### src/design/dcfsb_pkg.sv
// Shared types and constants of the slot backoff engine.
// No dependencies.
`timescale 1ns / 1ps
`default_nettype none

package dcfsb_pkg;

    localparam int STATIONS_DEF = 8;

    localparam int CW_W      = 10;
    localparam int RETRY_W   = 4;
    localparam int SEED_W    = 16;
    localparam int CFG_IDX_W = 2;
    localparam int CFG_DATA_W = 16;

    localparam int OUTC_W = 2;
    localparam int TX_W   = 4;
    localparam int WIN_W  = 3;
    localparam int MASK_W = 8;

    localparam int S_TDATA_W = 8;
    localparam int M_TDATA_W = 24;

    localparam logic [CFG_IDX_W-1:0] REG_CW_MIN     = 2'd0;
    localparam logic [CFG_IDX_W-1:0] REG_CW_MAX     = 2'd1;
    localparam logic [CFG_IDX_W-1:0] REG_DROP_LIMIT = 2'd2;
    localparam logic [CFG_IDX_W-1:0] REG_LFSR_SEED  = 2'd3;

    localparam logic [OUTC_W-1:0] OUT_IDLE    = 2'd0;
    localparam logic [OUTC_W-1:0] OUT_SUCCESS = 2'd1;
    localparam logic [OUTC_W-1:0] OUT_COLLIDE = 2'd2;
    localparam logic [OUTC_W-1:0] OUT_RESTART = 2'd3;

    localparam logic [CW_W-1:0]    CW_MIN_RST     = 10'd15;
    localparam logic [CW_W-1:0]    CW_MAX_RST     = 10'd1023;
    localparam logic [RETRY_W-1:0] DROP_LIMIT_RST = 4'd7;
    localparam logic [SEED_W-1:0]  LFSR_SEED_RST  = 16'd44257;
    localparam logic [SEED_W-1:0]  LFSR_TAPS      = 16'hB400;

    typedef struct packed {
        logic               flag;
        logic [RETRY_W-1:0] retry;
        logic [CW_W-1:0]    cw;
        logic [CW_W-1:0]    backoff;
    } st_entry_t;

    localparam st_entry_t ENTRY_RST = '{flag: 1'b0, retry: '0, cw: CW_MIN_RST, backoff: '0};

    typedef struct packed {
        logic [CW_W-1:0]    cw_min;
        logic [CW_W-1:0]    cw_max;
        logic [RETRY_W-1:0] drop_limit;
        logic [SEED_W-1:0]  lfsr_seed;
    } cfg_t;

    typedef struct packed {
        logic load;
        logic step;
    } rng_ctl_t;

    typedef struct packed {
        logic [OUTC_W-1:0] outcome;
        logic [TX_W-1:0]   transmitters;
        logic [WIN_W-1:0]  winner;
        logic [MASK_W-1:0] collided_mask;
        logic [MASK_W-1:0] dropped_mask;
    } result_t;

endpackage

`default_nettype wire

### src/design/dcf_slot_backoff_engine_core.sv
// Top level of the slot backoff engine: configuration registers,
// output register, and the station memory, generator and sequencer.
// Uses dcfsb_pkg, dcfsb_mem, dcfsb_rng, dcfsb_seq.
//
// channel  | ports                                  | contents
// ---------+----------------------------------------+------------------------------
// input    | s_tvalid s_tready s_tdata[7:0]         | restart
// result   | m_tvalid m_tready m_tdata[23:0] m_tuser| counts, winner, masks; outcome
// config   | cfg_valid cfg_ready cfg_index cfg_data | register writes, always ready
//
// A slot makes two passes over the station memory, a count pass and an update pass;
// a restart writes each station once. The memory has one read and one write port.
// s_tready returns the cycle after the result moves to the output register.
// A finished result sits in the output register while the next item runs.
// aresetn is synchronous: all stations read as backoff 0, window 15, no retries.
`timescale 1ns / 1ps
`default_nettype none

module dcf_slot_backoff_engine_core #(
    parameter int STATIONS = dcfsb_pkg::STATIONS_DEF
) (
    input  wire                                  aclk,
    input  wire                                  aresetn,
    input  wire                                  s_tvalid,
    output logic                                 s_tready,
    input  wire [dcfsb_pkg::S_TDATA_W-1:0]       s_tdata,   // [0] restart
    output logic                                 m_tvalid,
    input  wire                                  m_tready,
    // [3:0] transmitters, [6:4] winner, [14:7] collided_mask, [22:15] dropped_mask
    output logic [dcfsb_pkg::M_TDATA_W-1:0]      m_tdata,
    output logic [dcfsb_pkg::OUTC_W-1:0]         m_tuser,   // [1:0] outcome
    input  wire                                  cfg_valid,
    output logic                                 cfg_ready,
    input  wire [dcfsb_pkg::CFG_IDX_W-1:0]       cfg_index,
    input  wire [dcfsb_pkg::CFG_DATA_W-1:0]      cfg_data
);
    import dcfsb_pkg::*;

    localparam int IDX_W = (STATIONS > 1) ? $clog2(STATIONS) : 1;

    cfg_t                  cfg_reg;
    logic                  m_tvalid_reg;
    logic [M_TDATA_W-1:0]  m_tdata_reg;
    logic [OUTC_W-1:0]     m_tuser_reg;

    logic                  in_fire;
    logic                  res_valid;
    logic                  res_take;
    result_t               result;
    logic                  wr_en;
    logic [IDX_W-1:0]      wr_addr;
    st_entry_t             wr_data;
    logic                  rd_en;
    logic [IDX_W-1:0]      rd_addr;
    st_entry_t             rd_data;
    rng_ctl_t              rng_ctl;
    logic [CW_W-1:0]       rng_window;
    logic [CW_W-1:0]       rng_draw;

    assign cfg_ready = 1'b1;
    assign in_fire   = s_tvalid && s_tready;
    assign res_take  = res_valid && (!m_tvalid_reg || m_tready);

    always_ff @(posedge aclk) begin
        if (!aresetn) begin
            cfg_reg.cw_min     <= CW_MIN_RST;
            cfg_reg.cw_max     <= CW_MAX_RST;
            cfg_reg.drop_limit <= DROP_LIMIT_RST;
            cfg_reg.lfsr_seed  <= LFSR_SEED_RST;
        end else if (cfg_valid && cfg_ready) begin
            unique case (cfg_index)
                REG_CW_MIN:     cfg_reg.cw_min     <= cfg_data[CW_W-1:0];
                REG_CW_MAX:     cfg_reg.cw_max     <= cfg_data[CW_W-1:0];
                REG_DROP_LIMIT: cfg_reg.drop_limit <= cfg_data[RETRY_W-1:0];
                REG_LFSR_SEED:  cfg_reg.lfsr_seed  <= cfg_data[SEED_W-1:0];
                default: ;
            endcase
        end
    end

    always_ff @(posedge aclk) begin
        if (!aresetn) begin
            m_tvalid_reg <= 1'b0;
        end else if (res_take) begin
            m_tvalid_reg <= 1'b1;
        end else if (m_tready) begin
            m_tvalid_reg <= 1'b0;
        end
    end

    always_ff @(posedge aclk) begin
        if (res_take) begin
            m_tdata_reg <= M_TDATA_W'({result.dropped_mask, result.collided_mask,
                                       result.winner, result.transmitters});
            m_tuser_reg <= result.outcome;
        end
    end

    assign m_tvalid = m_tvalid_reg;
    assign m_tdata  = m_tdata_reg;
    assign m_tuser  = m_tuser_reg;

    dcfsb_mem #(
        .STATIONS (STATIONS),
        .IDX_W    (IDX_W)
    ) u_mem (
        .aclk    (aclk),
        .aresetn (aresetn),
        .wr_en   (wr_en),
        .wr_addr (wr_addr),
        .wr_data (wr_data),
        .rd_en   (rd_en),
        .rd_addr (rd_addr),
        .rd_data (rd_data)
    );

    dcfsb_rng u_rng (
        .aclk    (aclk),
        .aresetn (aresetn),
        .ctl     (rng_ctl),
        .seed    (cfg_reg.lfsr_seed),
        .window  (rng_window),
        .draw    (rng_draw)
    );

    dcfsb_seq #(
        .STATIONS (STATIONS),
        .IDX_W    (IDX_W)
    ) u_seq (
        .aclk       (aclk),
        .aresetn    (aresetn),
        .in_fire    (in_fire),
        .restart    (s_tdata[0]),
        .in_ready   (s_tready),
        .cfg        (cfg_reg),
        .wr_en      (wr_en),
        .wr_addr    (wr_addr),
        .wr_data    (wr_data),
        .rd_en      (rd_en),
        .rd_addr    (rd_addr),
        .rd_data    (rd_data),
        .rng_ctl    (rng_ctl),
        .rng_window (rng_window),
        .rng_draw   (rng_draw),
        .res_valid  (res_valid),
        .res_take   (res_take),
        .result     (result)
    );

endmodule

`default_nettype wire

### src/design/dcfsb_mem.sv
// Station state memory: one write and one registered read port.
// Entries never written read as the reset entry. Uses dcfsb_pkg.
`timescale 1ns / 1ps
`default_nettype none

module dcfsb_mem #(
    parameter int STATIONS = dcfsb_pkg::STATIONS_DEF,
    parameter int IDX_W    = (STATIONS > 1) ? $clog2(STATIONS) : 1
) (
    input  wire                      aclk,
    input  wire                      aresetn,
    input  wire                      wr_en,
    input  wire [IDX_W-1:0]          wr_addr,
    input  dcfsb_pkg::st_entry_t     wr_data,
    input  wire                      rd_en,
    input  wire [IDX_W-1:0]          rd_addr,
    output dcfsb_pkg::st_entry_t     rd_data
);
    import dcfsb_pkg::*;

    st_entry_t            mem_reg [STATIONS];
    st_entry_t            rd_data_reg;
    logic [STATIONS-1:0]  vld_reg;
    logic                 rd_vld_reg;

    always_ff @(posedge aclk) begin
        if (wr_en) begin
            mem_reg[wr_addr] <= wr_data;
        end
        if (rd_en) begin
            rd_data_reg <= mem_reg[rd_addr];
        end
    end

    always_ff @(posedge aclk) begin
        if (!aresetn) begin
            vld_reg    <= '0;
            rd_vld_reg <= 1'b0;
        end else begin
            if (wr_en) begin
                vld_reg[wr_addr] <= 1'b1;
            end
            if (rd_en) begin
                rd_vld_reg <= vld_reg[rd_addr];
            end
        end
    end

    assign rd_data = rd_vld_reg ? rd_data_reg : ENTRY_RST;

endmodule

`default_nettype wire

### src/design/dcfsb_rng.sv
// Galois LFSR and bounded draw of a backoff value within a window.
// Uses dcfsb_pkg.
`timescale 1ns / 1ps
`default_nettype none

module dcfsb_rng (
    input  wire                           aclk,
    input  wire                           aresetn,
    input  dcfsb_pkg::rng_ctl_t           ctl,
    input  wire [dcfsb_pkg::SEED_W-1:0]   seed,
    input  wire [dcfsb_pkg::CW_W-1:0]     window,
    output logic [dcfsb_pkg::CW_W-1:0]    draw
);
    import dcfsb_pkg::*;

    logic [SEED_W-1:0] lfsr_reg;
    logic [SEED_W-1:0] lfsr_next;
    logic [SEED_W-1:0] stepped;
    logic [CW_W-1:0]   mask;
    logic [CW_W-1:0]   val;

    always_comb begin
        stepped = {1'b0, lfsr_reg[SEED_W-1:1]} ^ (lfsr_reg[0] ? LFSR_TAPS : '0);
        mask    = window;
        mask    = mask | (mask >> 1);
        mask    = mask | (mask >> 2);
        mask    = mask | (mask >> 4);
        mask    = mask | (mask >> 8);
        val     = stepped[CW_W-1:0] & mask;
        if (val > window) begin
            draw = val - window - CW_W'(1);
        end else begin
            draw = val;
        end
        if (ctl.load) begin
            lfsr_next = seed;
        end else if (ctl.step) begin
            lfsr_next = stepped;
        end else begin
            lfsr_next = lfsr_reg;
        end
    end

    always_ff @(posedge aclk) begin
        if (!aresetn) begin
            lfsr_reg <= LFSR_SEED_RST;
        end else begin
            lfsr_reg <= lfsr_next;
        end
    end

endmodule

`default_nettype wire

### src/design/dcfsb_seq.sv
// Slot sequencer: counts zero counters in one memory pass, then
// reads, updates and writes back each station; a restart resets all. Uses dcfsb_pkg.
`timescale 1ns / 1ps
`default_nettype none

module dcfsb_seq #(
    parameter int STATIONS = dcfsb_pkg::STATIONS_DEF,
    parameter int IDX_W    = (STATIONS > 1) ? $clog2(STATIONS) : 1
) (
    input  wire                            aclk,
    input  wire                            aresetn,
    input  wire                            in_fire,
    input  wire                            restart,
    output logic                           in_ready,
    input  dcfsb_pkg::cfg_t                cfg,
    output logic                           wr_en,
    output logic [IDX_W-1:0]               wr_addr,
    output dcfsb_pkg::st_entry_t           wr_data,
    output logic                           rd_en,
    output logic [IDX_W-1:0]               rd_addr,
    input  dcfsb_pkg::st_entry_t           rd_data,
    output dcfsb_pkg::rng_ctl_t            rng_ctl,
    output logic [dcfsb_pkg::CW_W-1:0]     rng_window,
    input  wire [dcfsb_pkg::CW_W-1:0]      rng_draw,
    output logic                           res_valid,
    input  wire                            res_take,
    output dcfsb_pkg::result_t             result
);
    import dcfsb_pkg::*;

    localparam int CNT_W = $clog2(STATIONS + 1);
    localparam int XW    = (IDX_W > WIN_W) ? IDX_W : WIN_W;
    localparam logic [IDX_W-1:0] LAST = IDX_W'(STATIONS - 1);

    typedef enum logic [2:0] {ST_IDLE, ST_SCAN, ST_UPD, ST_RST, ST_DONE} state_t;

    state_t             state_reg, state_next;
    logic [IDX_W-1:0]   iss_reg, iss_next;
    logic               iss_on_reg, iss_on_next;
    logic               dv_reg, dv_next;
    logic [IDX_W-1:0]   dix_reg, dix_next;
    logic [CNT_W-1:0]   cnt_reg, cnt_next;
    logic [IDX_W-1:0]   first_reg, first_next;
    logic [OUTC_W-1:0]  outcome_reg, outcome_next;
    logic [MASK_W-1:0]  cmask_reg, cmask_next;
    logic [MASK_W-1:0]  dmask_reg, dmask_next;

    logic               issuing;
    logic               zero;
    logic [RETRY_W:0]   n_retry;
    logic               drop;
    logic [CW_W:0]      dbl;
    logic [CW_W-1:0]    capped;
    logic               upd_hit;
    logic               do_reset;
    logic [MASK_W-1:0]  bitsel;
    logic [XW-1:0]      first_x;
    st_entry_t          e;

    always_comb begin
        e       = rd_data;
        issuing = (state_reg == ST_SCAN || state_reg == ST_UPD) && iss_on_reg;
        zero    = (e.backoff == '0);
        n_retry = {1'b0, e.retry} + (RETRY_W+1)'(1);
        drop    = (n_retry >= {1'b0, cfg.drop_limit});
        dbl     = {e.cw, 1'b1};
        capped  = (dbl > {1'b0, cfg.cw_max}) ? cfg.cw_max : dbl[CW_W-1:0];
        upd_hit = (state_reg == ST_UPD) && dv_reg && zero && (cnt_reg != '0);
        do_reset = (state_reg == ST_RST) || (upd_hit && (cnt_reg == CNT_W'(1) || drop));

        for (int i = 0; i < MASK_W; i++) begin
            bitsel[i] = (XW'(dix_reg) == XW'(i));
        end

        rd_en        = issuing;
        rd_addr      = iss_reg;
        rng_window   = do_reset ? cfg.cw_min : capped;
        rng_ctl.load = in_fire && restart;
        rng_ctl.step = (state_reg == ST_RST) || upd_hit;

        wr_en   = 1'b0;
        wr_addr = dix_reg;
        wr_data = e;
        if (state_reg == ST_RST) begin
            wr_en   = 1'b1;
            wr_addr = iss_reg;
        end else if (state_reg == ST_UPD && dv_reg) begin
            wr_en = 1'b1;
        end
        if (do_reset) begin
            wr_data = '{flag: 1'b0, retry: '0, cw: cfg.cw_min, backoff: rng_draw};
        end else if (upd_hit) begin
            wr_data = '{flag: 1'b1, retry: n_retry[RETRY_W-1:0], cw: capped, backoff: rng_draw};
        end else if (cnt_reg == '0) begin
            wr_data.backoff = e.backoff - CW_W'(1);
        end

        state_next   = state_reg;
        iss_next     = iss_reg;
        iss_on_next  = iss_on_reg;
        dv_next      = 1'b0;
        dix_next     = dix_reg;
        cnt_next     = cnt_reg;
        first_next   = first_reg;
        outcome_next = outcome_reg;
        cmask_next   = cmask_reg;
        dmask_next   = dmask_reg;

        if (issuing) begin
            iss_on_next = (iss_reg != LAST);
            iss_next    = iss_reg + IDX_W'(1);
            dv_next     = 1'b1;
            dix_next    = iss_reg;
        end

        unique case (state_reg)
            ST_IDLE: begin
                if (in_fire) begin
                    cnt_next     = '0;
                    first_next   = '0;
                    cmask_next   = '0;
                    dmask_next   = '0;
                    iss_next     = '0;
                    iss_on_next  = 1'b1;
                    outcome_next = OUT_RESTART;
                    state_next   = restart ? ST_RST : ST_SCAN;
                end
            end
            ST_SCAN: begin
                if (dv_reg) begin
                    if (zero) begin
                        cnt_next = cnt_reg + CNT_W'(1);
                        if (cnt_reg == '0) begin
                            first_next = dix_reg;
                        end
                    end
                    if (dix_reg == LAST) begin
                        iss_next    = '0;
                        iss_on_next = 1'b1;
                        state_next  = ST_UPD;
                    end
                end
            end
            ST_UPD: begin
                if (upd_hit && cnt_reg != CNT_W'(1)) begin
                    cmask_next = cmask_reg | bitsel;
                    if (drop) begin
                        dmask_next = dmask_reg | bitsel;
                    end
                end
                if (dv_reg && dix_reg == LAST) begin
                    if (cnt_reg == '0) begin
                        outcome_next = OUT_IDLE;
                    end else if (cnt_reg == CNT_W'(1)) begin
                        outcome_next = OUT_SUCCESS;
                    end else begin
                        outcome_next = OUT_COLLIDE;
                    end
                    state_next = ST_DONE;
                end
            end
            ST_RST: begin
                iss_next = iss_reg + IDX_W'(1);
                if (iss_reg == LAST) begin
                    state_next = ST_DONE;
                end
            end
            ST_DONE: begin
                if (res_take) begin
                    state_next = ST_IDLE;
                end
            end
            default: begin
                state_next = ST_IDLE;
            end
        endcase
    end

    always_ff @(posedge aclk) begin
        if (!aresetn) begin
            state_reg   <= ST_IDLE;
            iss_reg     <= '0;
            iss_on_reg  <= 1'b0;
            dv_reg      <= 1'b0;
            dix_reg     <= '0;
            cnt_reg     <= '0;
            first_reg   <= '0;
            outcome_reg <= OUT_IDLE;
            cmask_reg   <= '0;
            dmask_reg   <= '0;
        end else begin
            state_reg   <= state_next;
            iss_reg     <= iss_next;
            iss_on_reg  <= iss_on_next;
            dv_reg      <= dv_next;
            dix_reg     <= dix_next;
            cnt_reg     <= cnt_next;
            first_reg   <= first_next;
            outcome_reg <= outcome_next;
            cmask_reg   <= cmask_next;
            dmask_reg   <= dmask_next;
        end
    end

    always_comb begin
        first_x              = XW'(first_reg);
        in_ready             = (state_reg == ST_IDLE);
        res_valid            = (state_reg == ST_DONE);
        result.outcome       = outcome_reg;
        result.transmitters  = TX_W'(cnt_reg);
        result.winner        = (outcome_reg == OUT_SUCCESS) ? first_x[WIN_W-1:0] : '0;
        result.collided_mask = cmask_reg;
        result.dropped_mask  = dmask_reg;
    end

endmodule

`default_nettype wire

### config.mk
export PLATFORM = sky130hd
export DESIGN_NAME = dcf_slot_backoff_engine_core
export DESIGN_NICKNAME = d
export VERILOG_FILES = /design/src/design/dcfsb_pkg.sv /design/src/design/dcf_slot_backoff_engine_core.sv /design/src/design/dcfsb_mem.sv /design/src/design/dcfsb_rng.sv /design/src/design/dcfsb_seq.sv
export SDC_FILE = /design/constraint.sdc
export NUM_CORES = 1
export LEC_CHECK = 0
export ABC_CLOCK_PERIOD_IN_PS = 7700
export BUFFER_PORTS_ARGS = -buffer_cell sky130_fd_sc_hd__buf_2
export CAP_MARGIN = 10
export CORE_UTILIZATION = 60
export DETAILED_ROUTE_END_ITERATION = 10
export MAX_ROUTING_LAYER = met4
export PLACE_DENSITY = 0.78
export SETUP_SLACK_MARGIN = 0.2
export SYNTH_ARGS = -nofsm -noshare
export SYNTH_HDL_FRONTEND = slang
export SYNTH_SLANG_ARGS = --single-unit
### constraint.sdc
create_clock -name aclk -period 7.7 [get_ports aclk]
set_input_delay 0.77 -clock aclk [delete_from_list [all_inputs] [get_ports aclk]]
set_output_delay 0.77 -clock aclk [all_outputs]
set_load 0.01 [all_outputs]
==> metrics.md, run 1 <==
| Metric | Value |
|---|---|
| DIE WIDTH | `159.5 µm` |
| Mapped Nets | `1206` |
| Worst-path clk slew | `0.06 ns` |
| Gr usage total | `between 20% and 30%` |
| Std-Cell Rows | `57` |
| Yosys Warn Count | `0` |
| Post-CTS setup buffer count | `0` |
| Post-DP HPWL | `just over 20000 µm` |
| CP Max Fanout | `26` |
| Async set-reset flop share out of synthesis | `0%` |
| P per Cell Area | `257.2 nW/µm²` |
| Worst path arrival time | `6.36 ns` |
| # diodes | `0` |
| Leak | `5.883 nW` |
| Commonest non-fill, non-tap cell in the layout | `edfxtp_1` |
| Layout cells sized above 1 | `17.70%` |
| FMAX | `162.3 MHz` |
| Status | `complete, no violations` |
| Sequential fraction of the synthesis area | `between 60 and 70%` |
| Die area | `approximately 25000 µm²` |
| Total grt overflow | `0` |
| TritonCTS clock tree | `done` |
| Post-detailed-routing wire length | `32320 µm` |
| Largest net degree at the start of global routing | `85` |
| Core ar. | `about 24000 µm²` |
| Tcrit/Tclk final | `between 80 and 90%` |
| Period minus WS final | `6.163 ns` |
| Commonest non-fill, non-tap cells in the layout | `edfxtp_1 (241), nand2_1 (143), dfxtp_1 (100)` |
| Final Max Tran Viols | `0` |
| DR vias | `~9400` |
| FF+latch count, synth | `343` |
| Post-place setup slack | `roughly 1.6 ns` |
| Worst hold path type | `reg2reg` |
| Combinational Power Share | `10.9%` |
| GPL Wtd Cong | `0.9036` |
| Critical path capture point type | `flip-flop` |
| TNS Setup | `0 ns` |
| Worst vdd ir | `0.1920 mV` |
| Clk pwr share | `roughly two fifths` |
| Int Power | `3.254 mW` |
| Nets | `around 1300` |
| Initial Utilization | `about 60%` |
| # clock sinks | `343` |
| Final hold violation count | `0` |
| Startpoint Class | `flip-flop` |
| DRC errors left | `0` |
| Post-cts sizing count | `0` |
| Num CTS Buffers | `35` |
| Cts hold-fix bufs | `0` |
| Max cap viols | `0` |
| Initial antenna violation count | `0` |
| Root buffer cell | `clkbuf_16` |
| Setup Skew | `roughly 0.014 ns` |
| Avg WL per Cell | `around 21 µm` |
| First-pass GRT wire length | `51430 µm` |
| Chip Height | `159.5 µm` |
| Unrepaired setup endpoints after global routing | `false` |
| Main flop type after synthesis | `edfxtp_1` |
| Setup violation total in the final timing report | `0` |
| Net Sw Frac | `roughly a quarter` |
| Least-Margin Pin Slew | `1.151 ns` |
| Final setup margin | `1.537 ns` |
| Max reg flops | `192` |
| Flop pwr share | `about 50%` |
| Area leader, netlist | `edfxtp_1` |
| Dominant cells by area after synthesis | `edfxtp_1 (49%), dfxtp_1 (14%), mux4_2 (7.6%)` |
| Post-DR vias/cell | `6.111` |
| Mean post-synth cell area | `13.00 µm²` |
| Sw Pwr | `1.026 mW` |
| Synthesis-to-finish area growth | `11.75%` |
| Antenna Violating Nets Remaining | `0` |
| H-tree level count | `2` |
| I/O Pins | `60` |
| Initial DRC Count | `919` |
| Number of flops mapped to enable cells by yosys | `241` |
| Mapped Cells | `1145` |
| Vias in the first global route | `roughly 9200` |
| Max clock buf depth | `3` |
| Required @ worst endpoint | `around 7.9 ns` |
| Clk Latency, worst-skew pair | `0.52 ns` |
| Synth top area share | `48.61%` |
| Slew margin rel. | `22.46%` |
| Yosys cell types | `75` |
| Post-synthesis cell area | `14890 µm²` |
| DR pass1 iterations | `6` |
| Port Buf Inserts | `50` |
| Critical path class | `reg2reg` |
-- layer usage --
metal  up-vias  part of all wire (%)  global-route usage [%]
met3        69                   7.4                   4.272
met1      4634                    44                   38.67
li1       4368                     -                       -
met4         0                   2.2                   8.829
met5         -                     0                       -
met2       334                    46                   40.02
-- cells in the mapped netlist, drive strengths merged, types with 8 or more instances --
library cell    n
edfxtp        241
nand2         143
dfxtp         102
nor2           92
mux4           50
clkbuf         46
a21oi          45
o21ai          38
inv            31
ha             29
mux2           28
nand3          28
nor2b          22
a21boi         19
xnor2          17
and2           15
mux2i          15
buf            14
a31oi          13
o21a           13
o211ai         11
nand2b          9
nor3b           8
-- through the flow --
| step | power (mW) | instances | util (%) | cell area (µm²) | hold WS, ns |
|---|---|---|---|---|---|
| 6_report | 4.279 | 1539 | 68.41 | 16640 | 0.4350 |
| 2_1_floorplan | 2.479 | 1145 | - | 14890 | 0.4088 |
| 5_1_grt | 4.433 | 1539 | 68.41 | 16640 | 0.4425 |
| 3_5_place_dp | 2.615 | 1476 | 63.57 | 15460 | 0.4172 |
| 4_1_cts | 4.300 | 1538 | 68.34 | 16620 | 0.4311 |
| 3_3_place_gp | 2.599 | 1476 | 63.57 | 15460 | 0.4142 |
-- path summary, 6_finish.rpt --
path | start | to | slack, ns | cells past startpoint
worst max register to register | u_mem.rd_vld_reg$_SDFFE_PN0P_ | u_mem.mem_reg[4][9]$_DFFE_PP_ | 1.54 | 17
worst max-delay path | u_mem.rd_vld_reg$_SDFFE_PN0P_ | u_mem.mem_reg[4][9]$_DFFE_PP_ | 1.54 | 17
worst min register to register | u_seq.cmask_reg[4]$_SDFFE_PN0P_ | m_tdata[11]$_DFFE_PP_ | 0.43 | 0
worst min-delay path | u_seq.cmask_reg[4]$_SDFFE_PN0P_ | m_tdata[11]$_DFFE_PP_ | 0.43 | 0
-- cells by family (layout without fill, tap and decap cells) --
kind of cell             Yosys count  count (layout)  synth area share (%)
AND/OR/NAND/NOR                  354             354                 10.92
AO/OA/AOI/OAI                    209             209                 9.708
multiplexers                      93              93                 10.69
adder cells (fa/ha/maj)           30              30                 2.572
other                              2               2               0.05045
flip-flops                       343             343                 62.33
XOR/XNOR                          23              23                 1.353
buffers and inverters             91             161                 2.379
-- power by group through the flow --
stage               registers [mW]  clock network [mW]  logic [mW]
finish                        2.12                1.70       0.466
global route                  2.12                1.80       0.513
CTS                           2.12                1.72       0.464
detailed placement            2.15                   0       0.460
global placement              2.15                   0       0.447
floorplan                     2.13                   0       0.350
-- final cells by class --
type	count	area (µm²)
Clock buffer	47	942.2
Clock inverter	15	219.0
Fill cell	1653	7684
Inverter	31	116.4
Multi-Input combinational cell	711	5276
Sequential cell	343	9284
Tap cell	324	405.4
Timing Repair Buffer	68	392.9
-- critical path, cell delays in order, from the launching register on --
cell and delay (ns):
dfxtp_1 0.51, buf_4 0.31, nand2_1 0.11, ha_1 0.24
or4bb_1 0.49, o21ai_4 0.59, o21a_1 0.66, nand2_1 0.31
a31oi_1 0.38, ha_1 0.34, a21o_1 0.19, a21oi_1 0.22
o21ai_0 0.15, o21ai_0 0.17, nand2b_1 0.08, a21oi_1 0.24
a2bb2oi_1 0.09, o21ai_0 0.74
No activity file was read; power rests on OpenSTA's default activity.
==> run 2: changes to the inputs <==
- ABC_CLOCK_PERIOD_IN_PS: 7700 -> 4900
- CORE_UTILIZATION: 60 -> 56
- PLACE_DENSITY: 0.78 -> 0.76
- clock period: 7.7 -> 4.9 ns (I/O delays scaled with it)
==> metrics.md, run 2 (same netlist as run 1, synthesis figures left out) <==
| Metric | Value |
|---|---|
| Clk Latency, worst-skew pair | `0.53 ns (was 0.52 ns)` |
| Total grt overflow | `0 (unchanged)` |
| Met3 Use GR | `4.244% (was 4.272%)` |
| I/O Pins | `60 (unchanged)` |
| Gr busiest metal | `met2 (unchanged)` |
| H-tree level count | `2 (unchanged)` |
| Avg WL per Cell | `21.18 µm (was 21.00 µm)` |
| # clock sinks | `343 (unchanged)` |
| GR Util met2 | `42.01% (was 40.02%)` |
| Max reg flops | `192 (unchanged)` |
| Chip Height | `165.0 µm (was 159.5 µm)` |
| Initial Utilization | `57.13% (was 61.21%)` |
| Core ar. | `26060 µm² (was 24320 µm²)` |
| DR pass1 iterations | `5 (was 6)` |
| P per Cell Area | `392.2 nW/µm² (was 257.2 nW/µm²)` |
| Post-detailed-routing wire length | `34460 µm (was 32320 µm)` |
| Initial DRC Count | `977 (was 919)` |
| Root buffer cell | `clkbuf_16 (unchanged)` |
| Setup Skew | `0.02388 ns (was 0.01414 ns)` |
| Num CTS Buffers | `36 (was 35)` |
| Met1 usage | `35.21% (was 38.67%)` |
| Max cap viols | `0 (unchanged)` |
| Status | `complete, no violations (unchanged)` |
| Startpoint Class | `flip-flop (unchanged)` |
| Cts hold-fix bufs | `0 (unchanged)` |
| CP Max Fanout | `8 (was 26)` |
| Antenna Violating Nets Remaining | `0 (unchanged)` |
| Commonest non-fill, non-tap cells in the layout | `edfxtp_1 (241), nand2_1 (137), dfxtp_1 (98) (was edfxtp_1 (241), nand2_1 (143), dfxtp_1 (100))` |
| Initial antenna violation count | `0 (unchanged)` |
| GPL Wtd Cong | `0.9410 (was 0.9036)` |
| Number of cells after detailed placement | `1528 (was 1476)` |
| Post-DR vias/cell | `6.099 (was 6.111)` |
| DIE WIDTH | `165.0 µm (was 159.5 µm)` |
| Period minus WS final | `4.705 ns (was 6.163 ns)` |
| Setup violation total in the final timing report | `0 (unchanged)` |
| Unrepaired setup endpoints after global routing | `true (was false)` |
| Slew margin rel. | `21.86% (was 22.46%)` |
| Largest net degree at the start of global routing | `52 (was 85)` |
| TritonCTS clock tree | `done (unchanged)` |
| Final hold violation count | `0 (unchanged)` |
| Critical path capture point type | `flip-flop (unchanged)` |
| Tcrit/Tclk final | `96.02% (was 80.03%)` |
| First-pass GRT wire length | `53050 µm (was 51430 µm)` |
| Non-Filler Instances | `1627 (was 1539)` |
| DRC errors left | `0 (unchanged)` |
| Gr usage total | `26.70% (was 27.07%)` |
| Port Buf Inserts | `50 (unchanged)` |
| Worst vdd ir | `0.4255 mV (was 0.1920 mV)` |
| Total power | `6.925 mW (was 4.279 mW)` |
| Final Max Tran Viols | `0 (unchanged)` |
| Post-DP HPWL | `21140 µm (was 20290 µm)` |
| Layout cells sized above 1 | `27.63% (was 17.70%)` |
| Required @ worst endpoint | `5.13 ns (was 7.90 ns)` |
| Final setup margin | `0.1948 ns (was 1.537 ns)` |
| Leak | `6.330 nW (was 5.883 nW)` |
| Std-Cell Rows | `59 (was 57)` |
| Worst hold path type | `in2reg (was reg2reg)` |
| Post-place setup slack | `0.01719 ns (was 1.634 ns)` |
| Nets | `1325 (was 1251)` |
| Max clock buf depth | `3 (unchanged)` |
| Least-Margin Pin Slew | `1.160 ns (was 1.151 ns)` |
| Worst-path clk slew | `0.06 ns (about the same)` |
| FMAX | `212.5 MHz (was 162.3 MHz)` |
| TNS Setup | `0 ns (unchanged)` |
| Die area | `27240 µm² (was 25450 µm²)` |
| Vias in the first global route | `9622 (was 9236)` |
| Critical path class | `reg2reg (unchanged)` |
| # fillers | `1751 (was 1653)` |
| Commonest non-fill, non-tap cell in the layout | `edfxtp_1 (unchanged)` |
| DR vias | `9923 (was 9405)` |
| Worst path arrival time | `4.93 ns (was 6.36 ns)` |
| Synthesis-to-finish area growth | `18.60% (was 11.75%)` |
| # diodes | `0 (unchanged)` |
[run 2: changes by cell type in the layout (fill, tap and decap cells not counted), moves of 5 or more]
| cell | change |
|---|---|
| a221o_2 | +5 |
| ha_4 | +9 |
| ha_1 | -10 |
| buf_6 | +7 |
| nor2_4 | +5 |
| buf_4 | +66 |
| a221o_1 | -5 |
| nand2_1 | -6 |
| o21ai_0 | -5 |
[run 2: what timing repair did]
item / in CTS / in global routing
gates resized for setup: 34 / 55
setup buffers: 25 / 8
pin swaps: 20 / 33
setup endpoints to repair: 72 / 80
[run 2: power breakdown]
group,internal [mW],switching (mW)
registers,3.25,0.0617
logic,0.416,0.536
clock network,1.57,1.09
total,5.24,1.69
[run 2: critical path, cell delays in order (launching register included)]
cell and delay (ns):
dfxtp_4 0.39, buf_8 0.15, and2_4 0.15, ha_4 0.26, nand4_1 0.17, o21bai_1 0.22, and4_4 0.20, nor2_4 0.15
mux2_2 0.36, a21oi_1 0.15, buf_4 0.16, a31oi_2 0.11, ha_1 0.36, a21oi_2 0.20, o31ai_2 0.07, o221a_2 0.28
o31ai_4 0.25, a21oi_4 0.08, and2_4 0.23, a221o_2 0.45
[run 2: per-stage QoR]
stage               area (µm²)  hold slack, ns  utilization (%)
global placement         15840          0.4149            60.78
CTS                      17300          0.1727            66.39
global route             17660          0.2025            67.75
floorplan                14960          0.4088                -
detailed placement       15840          0.4179            60.78
finish                   17660          0.1813            67.75
[run 2: final cells by class]
type	count	area [µm²]	share of cell area, %
Multi-Input combinational cell	711	5704	32.31
Clock inverter	16	137.6	0.7795
Timing Repair Buffer	141	967.2	5.478
Tap cell	335	419.2	2.374
Clock buffer	50	1022	5.790
Inverter	31	116.4	0.6591
Sequential cell	343	9289	52.61
[run 2: path summary, 6_finish.rpt]
check | start | to | slack (ns) | cells after the start
hold / removal | cfg_data[10] | cfg_reg[10]$_SDFFE_PN1P_ | 0.18 | 3
setup reg to reg | u_mem.rd_vld_reg$_SDFFE_PN0P_ | u_mem.mem_reg[0][0]$_DFFE_PP_ | 0.19 | 19
hold reg to reg | u_seq.cmask_reg[6]$_SDFFE_PN0P_ | m_tdata[13]$_DFFE_PP_ | 0.43 | 0
setup / recovery | u_mem.rd_vld_reg$_SDFFE_PN0P_ | u_mem.mem_reg[0][0]$_DFFE_PP_ | 0.19 | 19
[run 2: metal layers]
layer / wire length, µm / vias to the layer above
met4: 1079 / 0
met5: 0 / -
met2: 16340 / 390
met1: 14700 / 4929
met3: 2335 / 75
li1: - / 4529
==> run 3: changes to the inputs <==
- CORE_MARGIN: unset -> 3
- CORE_UTILIZATION: 56 -> 45
- PLACE_DENSITY: 0.76 -> unset
- SLEW_MARGIN: unset -> 20
==> metrics.md, run 3 (same netlist as run 1, synthesis figures left out) <==
| Metric | Value |
|---|---|
| Critical path capture point type | `flip-flop (unchanged)` |
| GPL Wtd Cong | `0.9049 (was 0.9410)` |
| Final hold violation count | `0 (unchanged)` |
| I/O Pins | `60 (unchanged)` |
| Gr usage total | `20.05% (was 26.70%)` |
| Initial Utilization | `46.46% (was 57.13%)` |
| Least-Margin Pin Slew | `0.9469 ns (was 1.160 ns)` |
| Die area | `35300 µm² (was 27240 µm²)` |
| Post-DP HPWL | `22450 µm (was 21140 µm)` |
| Status | `complete, no violations (unchanged)` |
| Vias in the first global route | `9331 (was 9622)` |
| Clk Latency, worst-skew pair | `0.53 ns (about the same)` |
| Post-detailed-routing wire length | `34970 µm (was 34460 µm)` |
| Core ar. | `32040 µm² (was 26060 µm²)` |
| Non-Filler Instances | `1727 (was 1627)` |
| Final Max Tran Viols | `0 (unchanged)` |
| Slew margin rel. | `36.21% (was 21.86%)` |
| Reg2Reg Launch Point | `u_mem.rd_vld_reg$_SDFFE_PN0P_ (unchanged)` |
| Avg WL per Cell | `20.25 µm (was 21.18 µm)` |
| Std-Cell Rows | `65 (was 59)` |
| Unrepaired setup endpoints after global routing | `true (unchanged)` |
| Worst hold path type | `in2reg (unchanged)` |
| H-tree level count | `2 (unchanged)` |
| TNS Setup | `0 ns (unchanged)` |
| Hold path endpoint | `cfg_reg[10]$_SDFFE_PN1P_ (unchanged)` |
| Multi-input logic area | `5741 µm² (was 5704 µm²)` |
| DIE WIDTH | `187.9 µm (was 165.0 µm)` |
| Initial antenna violation count | `0 (unchanged)` |
| Layout cells sized above 1 | `28.02% (was 27.63%)` |
| Critical path class | `reg2reg (unchanged)` |
| DR pass1 iterations | `5 (unchanged)` |
| Number of cells after detailed placement | `1639 (was 1528)` |
| Hold Path Stages | `3 (unchanged)` |
| Antenna Violating Nets Remaining | `0 (unchanged)` |
| Max reg flops | `192 (unchanged)` |
| Root buffer cell | `clkbuf_16 (unchanged)` |
| Max clock buf depth | `3 (unchanged)` |
| Leak | `6.352 nW (was 6.330 nW)` |
| Reg area | `9289 µm² (unchanged)` |
| Largest net degree at the start of global routing | `57 (was 52)` |
| Num CTS Buffers | `36 (unchanged)` |
| Chip Height | `187.9 µm (was 165.0 µm)` |
| Port Buf Inserts | `50 (unchanged)` |
| # fillers | `2694 (was 1751)` |
| Synthesis-to-finish area growth | `19.95% (was 18.60%)` |
| P per Cell Area | `390.9 nW/µm² (was 392.2 nW/µm²)` |
| First-pass GRT wire length | `53720 µm (was 53050 µm)` |
| TritonCTS clock tree | `done (unchanged)` |
| Setup Skew | `0.03044 ns (was 0.02388 ns)` |
| Post-DR vias/cell | `5.577 (was 6.099)` |
| Worst path arrival time | `4.85 ns (was 4.93 ns)` |
| # diodes | `0 (unchanged)` |
| R2r endpoint | `u_mem.mem_reg[5][2]$_DFFE_PP_ (was u_mem.mem_reg[0][0]$_DFFE_PP_)` |
| Required @ worst endpoint | `5.12 ns (was 5.13 ns)` |
| Commonest non-fill, non-tap cell in the layout | `edfxtp_1 (unchanged)` |
| Cts hold-fix bufs | `0 (unchanged)` |
| Nets | `1325 (unchanged)` |
| Min-Delay Startpoint | `cfg_data[10] (unchanged)` |
| DR vias | `9631 (was 9923)` |
| Startpoint Class | `flip-flop (unchanged)` |
| Cells on worst reg2reg path | `20 (was 19)` |
| Flop2flop setup slack | `0.27 ns (was 0.19 ns)` |
| DRC errors left | `0 (unchanged)` |
| Commonest non-fill, non-tap cells in the layout | `edfxtp_1 (241), nand2_1 (137), dfxtp_1 (98) (unchanged)` |
| # clock sinks | `343 (unchanged)` |
| Initial DRC Count | `815 (was 977)` |
| Setup violation total in the final timing report | `0 (unchanged)` |
| Tcrit/Tclk final | `94.56% (was 96.02%)` |
| CP Max Fanout | `8 (unchanged)` |
| Worst-path clk slew | `0.06 ns (about the same)` |
| Period minus WS final | `4.633 ns (was 4.705 ns)` |
| FMAX | `215.8 MHz (was 212.5 MHz)` |
| Worst vdd ir | `0.2271 mV (was 0.4255 mV)` |
| Max cap viols | `0 (unchanged)` |
| Total grt overflow | `0 (unchanged)` |
run 3: cell types whose count changed in the layout (fill, tap and decap cells not counted), sizes merged:
cell,previous run,this run
clkbuf,50,44
bufinv,2,5
clkinv,11,14
run 3: layout make-up:
type / instances / share of cell area (%)
clock buffers: 44 / 5.332
clock inverters: 22 / 1.338
inverters: 31 / 0.6516
multi-input cells: 711 / 32.15
flip-flops and latches: 343 / 52.02
well taps: 435 / 3.048
repair buffers: 141 / 5.465
run 3: critical path, cell delays in order (launching register included):
cell       delay [ns]
dfxtp_4          0.38
buf_6            0.14
and2_4           0.15
ha_4             0.26
nand4_1          0.11
buf_4            0.17
a2111oi_4        0.19
a21o_1           0.19
nor2_4           0.07
mux2_4           0.33
o31ai_4          0.34
nor2_2           0.09
ha_1             0.35
buf_6            0.14
nand2_4          0.05
o21ai_2          0.06
o221a_4          0.25
o31ai_4          0.30
a21oi_4          0.07
and2_4           0.21
a221o_2          0.46
run 3: worst max path at each step:
stage                                         end                     startpoint  slack, ns  cells after the start
finish              u_mem.mem_reg[5][2]$_DFFE_PP_  u_mem.rd_vld_reg$_SDFFE_PN0P_       0.27                     20
global route        u_mem.mem_reg[0][2]$_DFFE_PP_  u_mem.rd_vld_reg$_SDFFE_PN0P_       0.11                     20
CTS                 u_mem.mem_reg[7][3]$_DFFE_PP_  u_mem.rd_vld_reg$_SDFFE_PN0P_       0.20                     19
detailed placement  u_mem.mem_reg[4][2]$_DFFE_PP_  u_mem.rd_vld_reg$_SDFFE_PN0P_      -0.12                     19
global placement    u_mem.mem_reg[6][2]$_DFFE_PP_  u_mem.rd_vld_reg$_SDFFE_PN0P_      0.003                     19
floorplan           u_mem.mem_reg[0][0]$_DFFE_PP_  u_mem.rd_vld_reg$_SDFFE_PN0P_       0.22                     23
run 3: timing repair:
item / CTS / global route
resized for setup: 23 / 75
setup endpoints to repair: 80 / 80
pin swaps: 7 / 33
setup buffers: 2 / 20
run 3: metrics by stage:
step | power, mW | setup slack, ns | area [µm²] | hold WS (ns) | util, %
5_1_grt | 7.269 | 0.1069 | 17860 | 0.1889 | 55.73
2_1_floorplan | 3.910 | 0.2162 | 14960 | 0.4088 | -
3_5_place_dp | 4.191 | -0.1151 | 16040 | 0.4168 | 50.06
6_report | 6.980 | 0.2665 | 17860 | 0.1725 | 55.73
3_3_place_gp | 4.176 | 0.003205 | 16040 | 0.4136 | 50.05
4_1_cts | 6.954 | 0.2003 | 17320 | 0.1624 | 54.04
run 3: routing by layer:
| layer | global-route usage [%] | up-vias | share of wire (%) |
|---|---|---|---|
| li1 | - | 4528 | - |
| met1 | 29.03 | 4814 | 48 |
| met2 | 29.91 | 244 | 45 |
| met3 | 3.477 | 45 | 5.9 |
| met4 | 4.589 | 0 | 1.5 |
| met5 | - | - | 0 |
run 3: report_power, final:
group / total, mW / switching, mW / internal, mW
Clock: 2.74 / 1.09 / 1.65
Combinational: 0.918 / 0.517 / 0.400
Sequential: 3.32 / 0.0695 / 3.25
